## src/hw/rtl/stc_pkg.sv

```systemverilog
// ----------------------------------------------------------------------------
// Stepper coil sequencer package
// Shared transaction types, command codes and register indexes.
// ----------------------------------------------------------------------------
package stc_pkg;

   localparam int unsigned CMD_W       = 2;
   localparam int unsigned COUNT_W     = 32;
   localparam int unsigned PERIOD_W    = 26;
   localparam int unsigned DRIVE_W     = 4;
   localparam int unsigned CSR_ADDR_W  = 2;
   localparam int unsigned CSR_DATA_W  = 26;

   // Command codes carried in the cmd field.
   localparam logic [CMD_W-1:0] CMD_TICK    = 2'd0;
   localparam logic [CMD_W-1:0] CMD_MOVE    = 2'd1;
   localparam logic [CMD_W-1:0] CMD_RELEASE = 2'd2;

   // Configuration register indexes.
   localparam logic [CSR_ADDR_W-1:0] CSR_STEP_PERIOD  = 2'd0;
   localparam logic [CSR_ADDR_W-1:0] CSR_HALF_STEP    = 2'd1;
   localparam logic [CSR_ADDR_W-1:0] CSR_AUTO_RELEASE = 2'd2;

   localparam logic [PERIOD_W-1:0] STEP_PERIOD_RESET = 26'd1464;

   typedef struct packed {
      logic [PERIOD_W-1:0] step_period_us;
      logic                half_step;
      logic                auto_release;
   } stc_cfg_type;

   typedef struct packed {
      logic [CMD_W-1:0]   cmd;
      logic               clockwise;
      logic [COUNT_W-1:0] step_count;
   } stc_req_type;

   typedef struct packed {
      logic [DRIVE_W-1:0] coil_drive;
      logic               stepped;
      logic [COUNT_W-1:0] steps_remaining;
      logic               busy_res;
   } stc_rsp_type;

endpackage

```

## src/hw/rtl/stc_if.sv

```systemverilog
// ----------------------------------------------------------------------------
// Stepper coil sequencer channel interfaces
// Valid/ready channels for commands, results and register writes.
// ----------------------------------------------------------------------------
interface stc_req_if import stc_pkg::*; ();
   logic               valid;
   logic               ready;
   logic [CMD_W-1:0]   cmd;
   logic               clockwise;
   logic [COUNT_W-1:0] step_count;

   modport source (output valid, output cmd, output clockwise, output step_count,
                   input ready);
   modport sink   (input valid, input cmd, input clockwise, input step_count,
                   output ready);
endinterface

interface stc_rsp_if import stc_pkg::*; ();
   logic               valid;
   logic               ready;
   logic [DRIVE_W-1:0] coil_drive;
   logic               stepped;
   logic [COUNT_W-1:0] steps_remaining;
   logic               busy_res;

   modport source (output valid, output coil_drive, output stepped,
                   output steps_remaining, output busy_res, input ready);
   modport sink   (input valid, input coil_drive, input stepped,
                   input steps_remaining, input busy_res, output ready);
endinterface

interface stc_csr_if import stc_pkg::*; ();
   logic                  valid;
   logic                  ready;
   logic [CSR_ADDR_W-1:0] addr;
   logic [CSR_DATA_W-1:0] data;

   modport source (output valid, output addr, output data, input ready);
   modport sink   (input valid, input addr, input data, output ready);
endinterface

```

## src/hw/rtl/stc_csr_regs.sv

```systemverilog
// ----------------------------------------------------------------------------
// Stepper coil sequencer configuration registers
// Holds step period, half-step mode and auto-release enable.
// ----------------------------------------------------------------------------
module stc_csr_regs import stc_pkg::*; (
   input  logic        clock,
   input  logic        reset,
   stc_csr_if.sink     csr_bus,
   output stc_cfg_type cfg
);

   stc_cfg_type cfg_ff;
   stc_cfg_type cfg_in;

   assign csr_bus.ready = 1'b1;
   assign cfg           = cfg_ff;

   always_comb begin
      cfg_in = cfg_ff;
      if (csr_bus.valid) begin
         case (csr_bus.addr)
            CSR_STEP_PERIOD:  cfg_in.step_period_us = csr_bus.data[PERIOD_W-1:0];
            CSR_HALF_STEP:    cfg_in.half_step      = csr_bus.data[0];
            CSR_AUTO_RELEASE: cfg_in.auto_release   = csr_bus.data[0];
            default:          cfg_in = cfg_ff;
         endcase
      end
   end

   always_ff @(posedge clock) begin
      if (reset) begin
         cfg_ff.step_period_us <= STEP_PERIOD_RESET;
         cfg_ff.half_step      <= 1'b1;
         cfg_ff.auto_release   <= 1'b0;
      end else begin
         cfg_ff <= cfg_in;
      end
   end

endmodule

```

## src/hw/rtl/stc_motion_core.sv

```systemverilog
// ----------------------------------------------------------------------------
// Stepper coil sequencer motion core
// Motion state and its combinational next-state update for one command transaction.
// ----------------------------------------------------------------------------
module stc_motion_core import stc_pkg::*; #(
   parameter int unsigned COIL_COUNT = 4
) (
   input  logic        clock,
   input  logic        reset,
   input  logic        update,
   input  stc_req_type item,
   input  stc_cfg_type cfg,
   output stc_rsp_type result
);

   localparam int unsigned PHASE_W = $clog2(COIL_COUNT);
   localparam logic [PHASE_W-1:0] PHASE_LAST = PHASE_W'(COIL_COUNT - 1);
   localparam logic [COIL_COUNT-1:0] ONE_HOT0 = COIL_COUNT'(1);

   logic [PHASE_W-1:0]    phase_ff, phase_in;
   logic [PHASE_W-1:0]    prior_ff, prior_in;
   logic                  half_wait_ff, half_wait_in;
   logic [COIL_COUNT-1:0] pattern_ff, pattern_in;
   logic                  drive_en_ff, drive_en_in;
   logic                  dir_ff, dir_in;
   logic [COUNT_W-1:0]    steps_ff, steps_in;
   logic [PERIOD_W-1:0]   elapsed_ff, elapsed_in;
   logic                  rel_pend_ff, rel_pend_in;

   logic [PERIOD_W-1:0]       elapsed_sat;
   logic [PHASE_W-1:0]        phase_next;
   logic                      step_go;
   logic [COIL_COUNT+DRIVE_W-1:0] drive_ext;

   always_comb begin
      elapsed_sat = (elapsed_ff == '1) ? elapsed_ff : elapsed_ff + 1'b1;
      step_go     = (steps_ff != '0) && (elapsed_sat > cfg.step_period_us);
      if (dir_ff) begin
         phase_next = (phase_ff == PHASE_LAST) ? '0 : phase_ff + 1'b1;
      end else begin
         phase_next = (phase_ff == '0) ? PHASE_LAST : phase_ff - 1'b1;
      end
   end

   always_comb begin
      phase_in     = phase_ff;
      prior_in     = prior_ff;
      half_wait_in = half_wait_ff;
      pattern_in   = pattern_ff;
      drive_en_in  = drive_en_ff;
      dir_in       = dir_ff;
      steps_in     = steps_ff;
      elapsed_in   = elapsed_ff;
      rel_pend_in  = rel_pend_ff;

      case (item.cmd)
         CMD_TICK: begin
            elapsed_in = elapsed_sat;
            if (step_go) begin
               elapsed_in   = '0;
               half_wait_in = ~half_wait_ff;
               if (cfg.half_step && !half_wait_ff) begin
                  // Second half of a two-one step: drop the trailing coil.
                  pattern_in = pattern_ff & ~(ONE_HOT0 << prior_ff);
               end else begin
                  prior_in   = phase_ff;
                  phase_in   = phase_next;
                  pattern_in = pattern_ff | (ONE_HOT0 << phase_next);
                  if (cfg.half_step) begin
                     pattern_in = pattern_in | (ONE_HOT0 << phase_ff);
                  end else begin
                     pattern_in = pattern_in & ~(ONE_HOT0 << phase_ff);
                  end
               end
               drive_en_in = 1'b1;
               steps_in    = steps_ff - 1'b1;
               if (cfg.auto_release && (steps_ff == COUNT_W'(1))) begin
                  rel_pend_in = 1'b1;
               end
            end else if (rel_pend_ff && (elapsed_sat >= cfg.step_period_us)) begin
               drive_en_in = 1'b0;
               rel_pend_in = 1'b0;
            end
         end
         CMD_MOVE: begin
            steps_in = item.step_count;
            dir_in   = item.clockwise;
            if (item.step_count != '0) begin
               rel_pend_in = 1'b0;
            end
         end
         CMD_RELEASE: begin
            drive_en_in = 1'b0;
            rel_pend_in = 1'b0;
         end
         default: begin
            elapsed_in = elapsed_ff;
         end
      endcase
   end

   always_comb begin
      drive_ext              = {{DRIVE_W{1'b0}},
                                (drive_en_in ? pattern_in : {COIL_COUNT{1'b0}})};
      result.coil_drive      = drive_ext[DRIVE_W-1:0];
      result.stepped         = (item.cmd == CMD_TICK) && step_go;
      result.steps_remaining = steps_in;
      result.busy_res        = (steps_in != '0) || rel_pend_in;
   end

   always_ff @(posedge clock) begin
      if (reset) begin
         phase_ff     <= '0;
         prior_ff     <= '0;
         half_wait_ff <= 1'b0;
         pattern_ff   <= '0;
         drive_en_ff  <= 1'b0;
         dir_ff       <= 1'b1;
         steps_ff     <= '0;
         elapsed_ff   <= '1;
         rel_pend_ff  <= 1'b0;
      end else if (update) begin
         phase_ff     <= phase_in;
         prior_ff     <= prior_in;
         half_wait_ff <= half_wait_in;
         pattern_ff   <= pattern_in;
         drive_en_ff  <= drive_en_in;
         dir_ff       <= dir_in;
         steps_ff     <= steps_in;
         elapsed_ff   <= elapsed_in;
         rel_pend_ff  <= rel_pend_in;
      end
   end

endmodule

```

## src/hw/rtl/stepper_coil_sequencer_core.sv

```systemverilog
// ----------------------------------------------------------------------------
// Stepper coil sequencer core
// Unipolar stepper coil driver with full-step and two-one half-step modes.
// ----------------------------------------------------------------------------
// Each request transaction is a one-microsecond tick, a move command (step
// count and direction) or a release command, and every request yields exactly
// one response transaction with the coil drive, a stepped flag, the steps left
// and a busy flag. The block sustains one transaction per clock while
// responses are taken: a request is captured in an input register, the motion
// core updates its state and forms the response in a single combinational
// pass, and the response register holds it until taken. The request passes
// through the input register and its response through the response register,
// and a response not yet taken holds the input register. Throughput is set by
// the motion state, which every transaction reads and writes in its
// combinational pass. Registers are written over the csr channel, which is
// always ready, and should only be written while no response is outstanding.
module stepper_coil_sequencer_core import stc_pkg::*; #(
   parameter int unsigned COIL_COUNT = 4
) (
   input  logic     clock,
   input  logic     reset,
   stc_req_if.sink  req_bus,
   stc_rsp_if.source rsp_bus,
   stc_csr_if.sink  csr_bus
);

   stc_cfg_type cfg;
   stc_req_type in_item_ff;
   logic        in_valid_ff, in_valid_in;
   stc_rsp_type rsp_ff;
   stc_rsp_type core_rsp;
   logic        rsp_valid_ff, rsp_valid_in;
   logic        advance;
   logic        req_take;

   // The input register moves on whenever the response register is empty or
   // its transaction is being taken this cycle.
   assign advance       = in_valid_ff && (!rsp_valid_ff || rsp_bus.ready);
   assign req_bus.ready = !in_valid_ff || advance;
   assign req_take      = req_bus.valid && req_bus.ready;

   always_comb begin
      in_valid_in = in_valid_ff;
      if (req_take) begin
         in_valid_in = 1'b1;
      end else if (advance) begin
         in_valid_in = 1'b0;
      end

      rsp_valid_in = rsp_valid_ff;
      if (advance) begin
         rsp_valid_in = 1'b1;
      end else if (rsp_bus.ready) begin
         rsp_valid_in = 1'b0;
      end
   end

   always_ff @(posedge clock) begin
      if (reset) begin
         in_valid_ff  <= 1'b0;
         rsp_valid_ff <= 1'b0;
      end else begin
         in_valid_ff  <= in_valid_in;
         rsp_valid_ff <= rsp_valid_in;
      end
   end

   // Payload registers carry no reset; their valid flags qualify them.
   always_ff @(posedge clock) begin
      if (req_take) begin
         in_item_ff.cmd        <= req_bus.cmd;
         in_item_ff.clockwise  <= req_bus.clockwise;
         in_item_ff.step_count <= req_bus.step_count;
      end
      if (advance) begin
         rsp_ff <= core_rsp;
      end
   end

   stc_csr_regs u_csr_regs (
      .clock   (clock),
      .reset   (reset),
      .csr_bus (csr_bus),
      .cfg     (cfg)
   );

   stc_motion_core #(
      .COIL_COUNT (COIL_COUNT)
   ) u_motion_core (
      .clock  (clock),
      .reset  (reset),
      .update (advance),
      .item   (in_item_ff),
      .cfg    (cfg),
      .result (core_rsp)
   );

   assign rsp_bus.valid           = rsp_valid_ff;
   assign rsp_bus.coil_drive      = rsp_ff.coil_drive;
   assign rsp_bus.stepped         = rsp_ff.stepped;
   assign rsp_bus.steps_remaining = rsp_ff.steps_remaining;
   assign rsp_bus.busy_res        = rsp_ff.busy_res;

endmodule
```

## src/flat_wrapper.sv

```systemverilog
// flat-port wrapper written by rule: the top's interface ports become plain ports
module stepper_coil_sequencer_core_flat import stc_pkg::*;
#(
   parameter int unsigned COIL_COUNT = 4
)
  (clock, reset, req_bus_valid, req_bus_cmd, req_bus_clockwise, req_bus_step_count, req_bus_ready, rsp_bus_valid, rsp_bus_coil_drive, rsp_bus_stepped, rsp_bus_steps_remaining, rsp_bus_busy_res, rsp_bus_ready, csr_bus_valid, csr_bus_addr, csr_bus_data, csr_bus_ready);
  stc_req_if req_bus_i ();
  stc_rsp_if rsp_bus_i ();
  stc_csr_if csr_bus_i ();
  input  logic clock;
  input  logic reset;
  input wire logic [$bits(req_bus_i.valid)-1:0] req_bus_valid;
  input wire logic [$bits(req_bus_i.cmd)-1:0] req_bus_cmd;
  input wire logic [$bits(req_bus_i.clockwise)-1:0] req_bus_clockwise;
  input wire logic [$bits(req_bus_i.step_count)-1:0] req_bus_step_count;
  output wire logic [$bits(req_bus_i.ready)-1:0] req_bus_ready;
  output wire logic [$bits(rsp_bus_i.valid)-1:0] rsp_bus_valid;
  output wire logic [$bits(rsp_bus_i.coil_drive)-1:0] rsp_bus_coil_drive;
  output wire logic [$bits(rsp_bus_i.stepped)-1:0] rsp_bus_stepped;
  output wire logic [$bits(rsp_bus_i.steps_remaining)-1:0] rsp_bus_steps_remaining;
  output wire logic [$bits(rsp_bus_i.busy_res)-1:0] rsp_bus_busy_res;
  input wire logic [$bits(rsp_bus_i.ready)-1:0] rsp_bus_ready;
  input wire logic [$bits(csr_bus_i.valid)-1:0] csr_bus_valid;
  input wire logic [$bits(csr_bus_i.addr)-1:0] csr_bus_addr;
  input wire logic [$bits(csr_bus_i.data)-1:0] csr_bus_data;
  output wire logic [$bits(csr_bus_i.ready)-1:0] csr_bus_ready;
  assign req_bus_i.valid = req_bus_valid;
  assign req_bus_i.cmd = req_bus_cmd;
  assign req_bus_i.clockwise = req_bus_clockwise;
  assign req_bus_i.step_count = req_bus_step_count;
  assign req_bus_ready = req_bus_i.ready;
  assign rsp_bus_valid = rsp_bus_i.valid;
  assign rsp_bus_coil_drive = rsp_bus_i.coil_drive;
  assign rsp_bus_stepped = rsp_bus_i.stepped;
  assign rsp_bus_steps_remaining = rsp_bus_i.steps_remaining;
  assign rsp_bus_busy_res = rsp_bus_i.busy_res;
  assign rsp_bus_i.ready = rsp_bus_ready;
  assign csr_bus_i.valid = csr_bus_valid;
  assign csr_bus_i.addr = csr_bus_addr;
  assign csr_bus_i.data = csr_bus_data;
  assign csr_bus_ready = csr_bus_i.ready;
  stepper_coil_sequencer_core #(.COIL_COUNT(COIL_COUNT)) u_core (.clock(clock), .reset(reset), .req_bus(req_bus_i), .rsp_bus(rsp_bus_i), .csr_bus(csr_bus_i));
endmodule
```

## config.mk

```make
export PLATFORM = sky130hd
export DESIGN_NAME = stepper_coil_sequencer_core_flat
export DESIGN_NICKNAME = d
export VERILOG_FILES = /design/src/hw/rtl/stc_pkg.sv /design/src/hw/rtl/stc_if.sv /design/src/hw/rtl/stc_csr_regs.sv /design/src/hw/rtl/stc_motion_core.sv /design/src/hw/rtl/stepper_coil_sequencer_core.sv /design/src/flat_wrapper.sv
export SDC_FILE = /design/constraint.sdc
export NUM_CORES = 1
export LEC_CHECK = 0
export BUFFER_PORTS_ARGS = -buffer_cell sky130_fd_sc_hd__buf_4
export CELL_PAD_IN_SITES_DETAIL_PLACEMENT = 0
export CELL_PAD_IN_SITES_GLOBAL_PLACEMENT = 2
export CORE_MARGIN = 1.5
export CORE_UTILIZATION = 36
export DETAILED_ROUTE_END_ITERATION = 12
export HOLD_SLACK_MARGIN = 0.15
export PLACE_DENSITY = 0.82
export SYNTH_ARGS = -nofsm -noshare
export SYNTH_HDL_FRONTEND = slang
export SYNTH_SLANG_ARGS = --single-unit
```

## constraint.sdc

```tcl
create_clock -name clock -period 6.6 [get_ports clock]
set_input_delay 0.66 -clock clock [delete_from_list [all_inputs] [get_ports clock]]
set_output_delay 0.66 -clock clock [all_outputs]
set_load 0.05 [all_outputs]
```

==> out/qor.yml <==
combPwrFrac_pct: 26.3
drt-met1-wl_um: 12600
max_freq_ghz: 0.1665
power_density_nw_per_um2: 281.1
crit_path_end_kind: "register"
synth_top_area_share_pct: 23.91
vias_per_cell: 5.473
drtIter0Drc: 676
areaGrowthSynthToFinish_pct: 18.55
io_buffer_count: 107
irDropWorstVdd_mv: 0.1403
ys_ff_latch: 173
layout-drive-gt1-share_pct: 17.62
hold_buffers: 0
post-cts-setup-buffers: 0
cts.sinks: 173
clock_latency_ns: 0.44
n_antenna_cell: 0
status: "completed"
switchingPower_w: 0.001024
regArea_um2: 4194
synth-main-ff-cell: "dfxtp_1"
pre_cts_slack_ns: 0.6538
dieWidth_um: 162.6
dr.max_layer_used: "met4"
synth_area_um2: 9168
ant_nets: 0
finalWirelength_um: 27350
synth_most_common_cell: "nand2_1"
grt_pass1_wl_um: 42940
io_pins: 109
worstMarginPinSlew_ns: 1.147
hp-class: "primary input to register"
grt_max_degree: 101
first_pass_iters: 6
yosysSeqAreaShare_pct: 45.75
pwr-share-seq_pct: 40.2
hpwlAfterDp_um: 18830
ys_types: 83
synth-edff-count: 73
wl_met2_um: 12810
fin_ws_ns: 0.5955
cts_made_buffers: 17
nets: 1196
power_w: 0.003055
die_area_um2: 26430
drt-wirelength-per-cell_um: 19.03
crit_type: "register to register"
gp_congestion: 0.8440
cts_resized: 0
ys_top_cells_by_count: "nand2_1 (149), dfxtp_1 (100), a21oi_1 (88), nor2_1 (82), edfxtp_1 (73)"
yosysWarnings: 0
async_reset_ff_share_pct: 0
min_period_ns: 6.005
vias: 7865
cts_tree: "built"
core-area_um2: 25110
fillCellCount: 2516
synth.area.top_cells: "edfxtp_1 (24%), dfxtp_1 (22%), nand2_1 (6.1%)"
met3_length_um: 1341
finalMaxSlewViolations: 0
rsz0062_at_grt: "no"
worst_path_max_delay_cell: "or4_4"
post-route-drc-count: 0
hold_violations: 0
final_util_pct: 43.28
avgSynthCellArea_um2: 9.095
intPower_w: 0.002031
required_ns: 6.76
htreeDepth: 4
setup_viol: 0
syn_nets: 1110
antenna_found_initial: 0
startpoint_type: "register"
crit_chain: "nand4_1 -> nor4_1 -> nand3_1 -> nor3_2 -> nand2b_1 -> nor2_1 -> and2_1 -> xor2_1 -> ha_1 -> nand4_2 -> or4_4 -> o211a_1 -> buf_4 -> o41ai_1 -> o311ai_2 -> nor4_1 -> and4_1 -> nand4_1"
netlist.top_cell.by_area: "edfxtp_1"
clockBufferDepth: 2
skew_ns: 0.008971
grt_pass1_vias: 7559
rows: 58
path_clk_slew_ns: 0.07
slew_headroom_pct: 23.55
path_max_fanout: 17
arrival_ns: 6.16
post-route-period-util_pct: 90.98
synthCells: 1008
drv_cap: 0
max_stage_delay_ns: 0.60
p_clk_share_pct: 33.5
fp.dieH_um: 162.6
overflow: 0
root_buffer: "clkbuf_16"
setup-tns-final_ns: 0
multiInputGateArea_um2: 4533
p_leak_nw: 4.127
sw_frac_of_total_pct: 33.52
initial_core_util_pct: 36.51
grtUsageTotal_pct: 21.07
layout by cell type (no fill, tap or decap), types with 9 or more instances in the layout:
master       n
nand2_1    149
buf_4      126
dfxtp_1    100
a21oi_1     88
nor2_1      80
edfxtp_1    73
inv_1       49
ha_1        34
nor3_1      33
o21ai_0     30
nand4_1     25
nor4_1      23
a221o_1     23
nand3_1     22
clkbuf_16   18
xnor2_1     16
nand2b_1    14
a22oi_1     12
a211o_1     11
and2_1      10
a211oi_1     9
power by group through the flow:
stage	combinational, W	clock (W)	sequential (W)
floorplan	0.000505	0	0.00129
finish	0.000803	0.00102	0.00123
global route	0.000881	0.00109	0.00123
detailed placement	0.000796	0	0.00125
global placement	0.000796	0	0.00125
CTS	0.000801	0.00105	0.00123
per-stage QoR:
stage               area [um2]  cells  hold WS (ns)
floorplan                 9168   1008        0.4318
global placement         10280   1405        0.4422
detailed placement       10280   1405        0.4473
CTS                      10870   1437        0.3813
global route             10870   1437        0.3795
finish                   10870   1437        0.3955
worst paths after layout:
path / start / endpoint / slack [ns] / cells after the start
hold reg to reg: u_core.u_csr_regs.cfg[15] / u_core.u_csr_regs.cfg[15] / 0.45 / 2
setup reg to reg: u_core.u_motion_core.elapsed_ff[10] / u_core.rsp_bus.busy_res / 0.60 / 18
setup / recovery: u_core.u_motion_core.elapsed_ff[10] / u_core.rsp_bus.busy_res / 0.60 / 18
hold / removal: req_bus_step_count[21] / u_core.in_item_ff[21] / 0.40 / 1
kinds of logic after synthesis:
| group | after synthesis | synth area share, % |
|---|---|---|
| xor+xnor | 23 | 2.197 |
| compound gates | 239 | 18.32 |
| simple gates | 421 | 23.45 |
| flops | 173 | 45.75 |
| fa+ha+maj | 34 | 4.640 |
| mux | 6 | 0.6824 |
| other cells | 1 | 0.04091 |
| buf+inv | 111 | 4.927 |
cell type report:
class,count,area share (%)
clock inverters,11,0.9556
multi-input cells,724,41.71
flip-flops and latches,173,38.59
clock buffers,21,4.444
repair buffers,126,8.704
inverters,52,1.796
well taps,330,3.799
flip-flops by register name (all words and copies together), names as in the netlist, 2 cells and up:
signal and count:
u_core.u_motion_core.steps_ff 32, u_core.rsp_bus.steps_remaining 32, u_core.u_motion_core.elapsed_ff 26, u_core.rsp_bus.coil_drive 4
u_core.u_motion_core.prior_ff 2, u_core.u_csr_regs.cfg 28, u_core.u_motion_core.phase_ff 2, u_core.in_item_ff 35
u_core.u_motion_core.pattern_ff 4
per-layer routing:
metal	up-vias	global-route usage (%)
li1	3874	-
met1	3719	28.61
met2	234	34.09
met3	38	3.336
met4	0	7.214
met5	-	0
critical path: cells and delay by family (launching register included):
kind                     cells  cell delay, ns
XOR/XNOR                     1            0.15
AND/OR/NAND/NOR             12            3.68
adder cells (fa/ha/maj)      1            0.29
buffers and inverters        1            0.23
AO/OA/AOI/OAI                3            0.93
flip-flops                   1            0.45
Note: power is estimated with default switching activity, not from simulation.
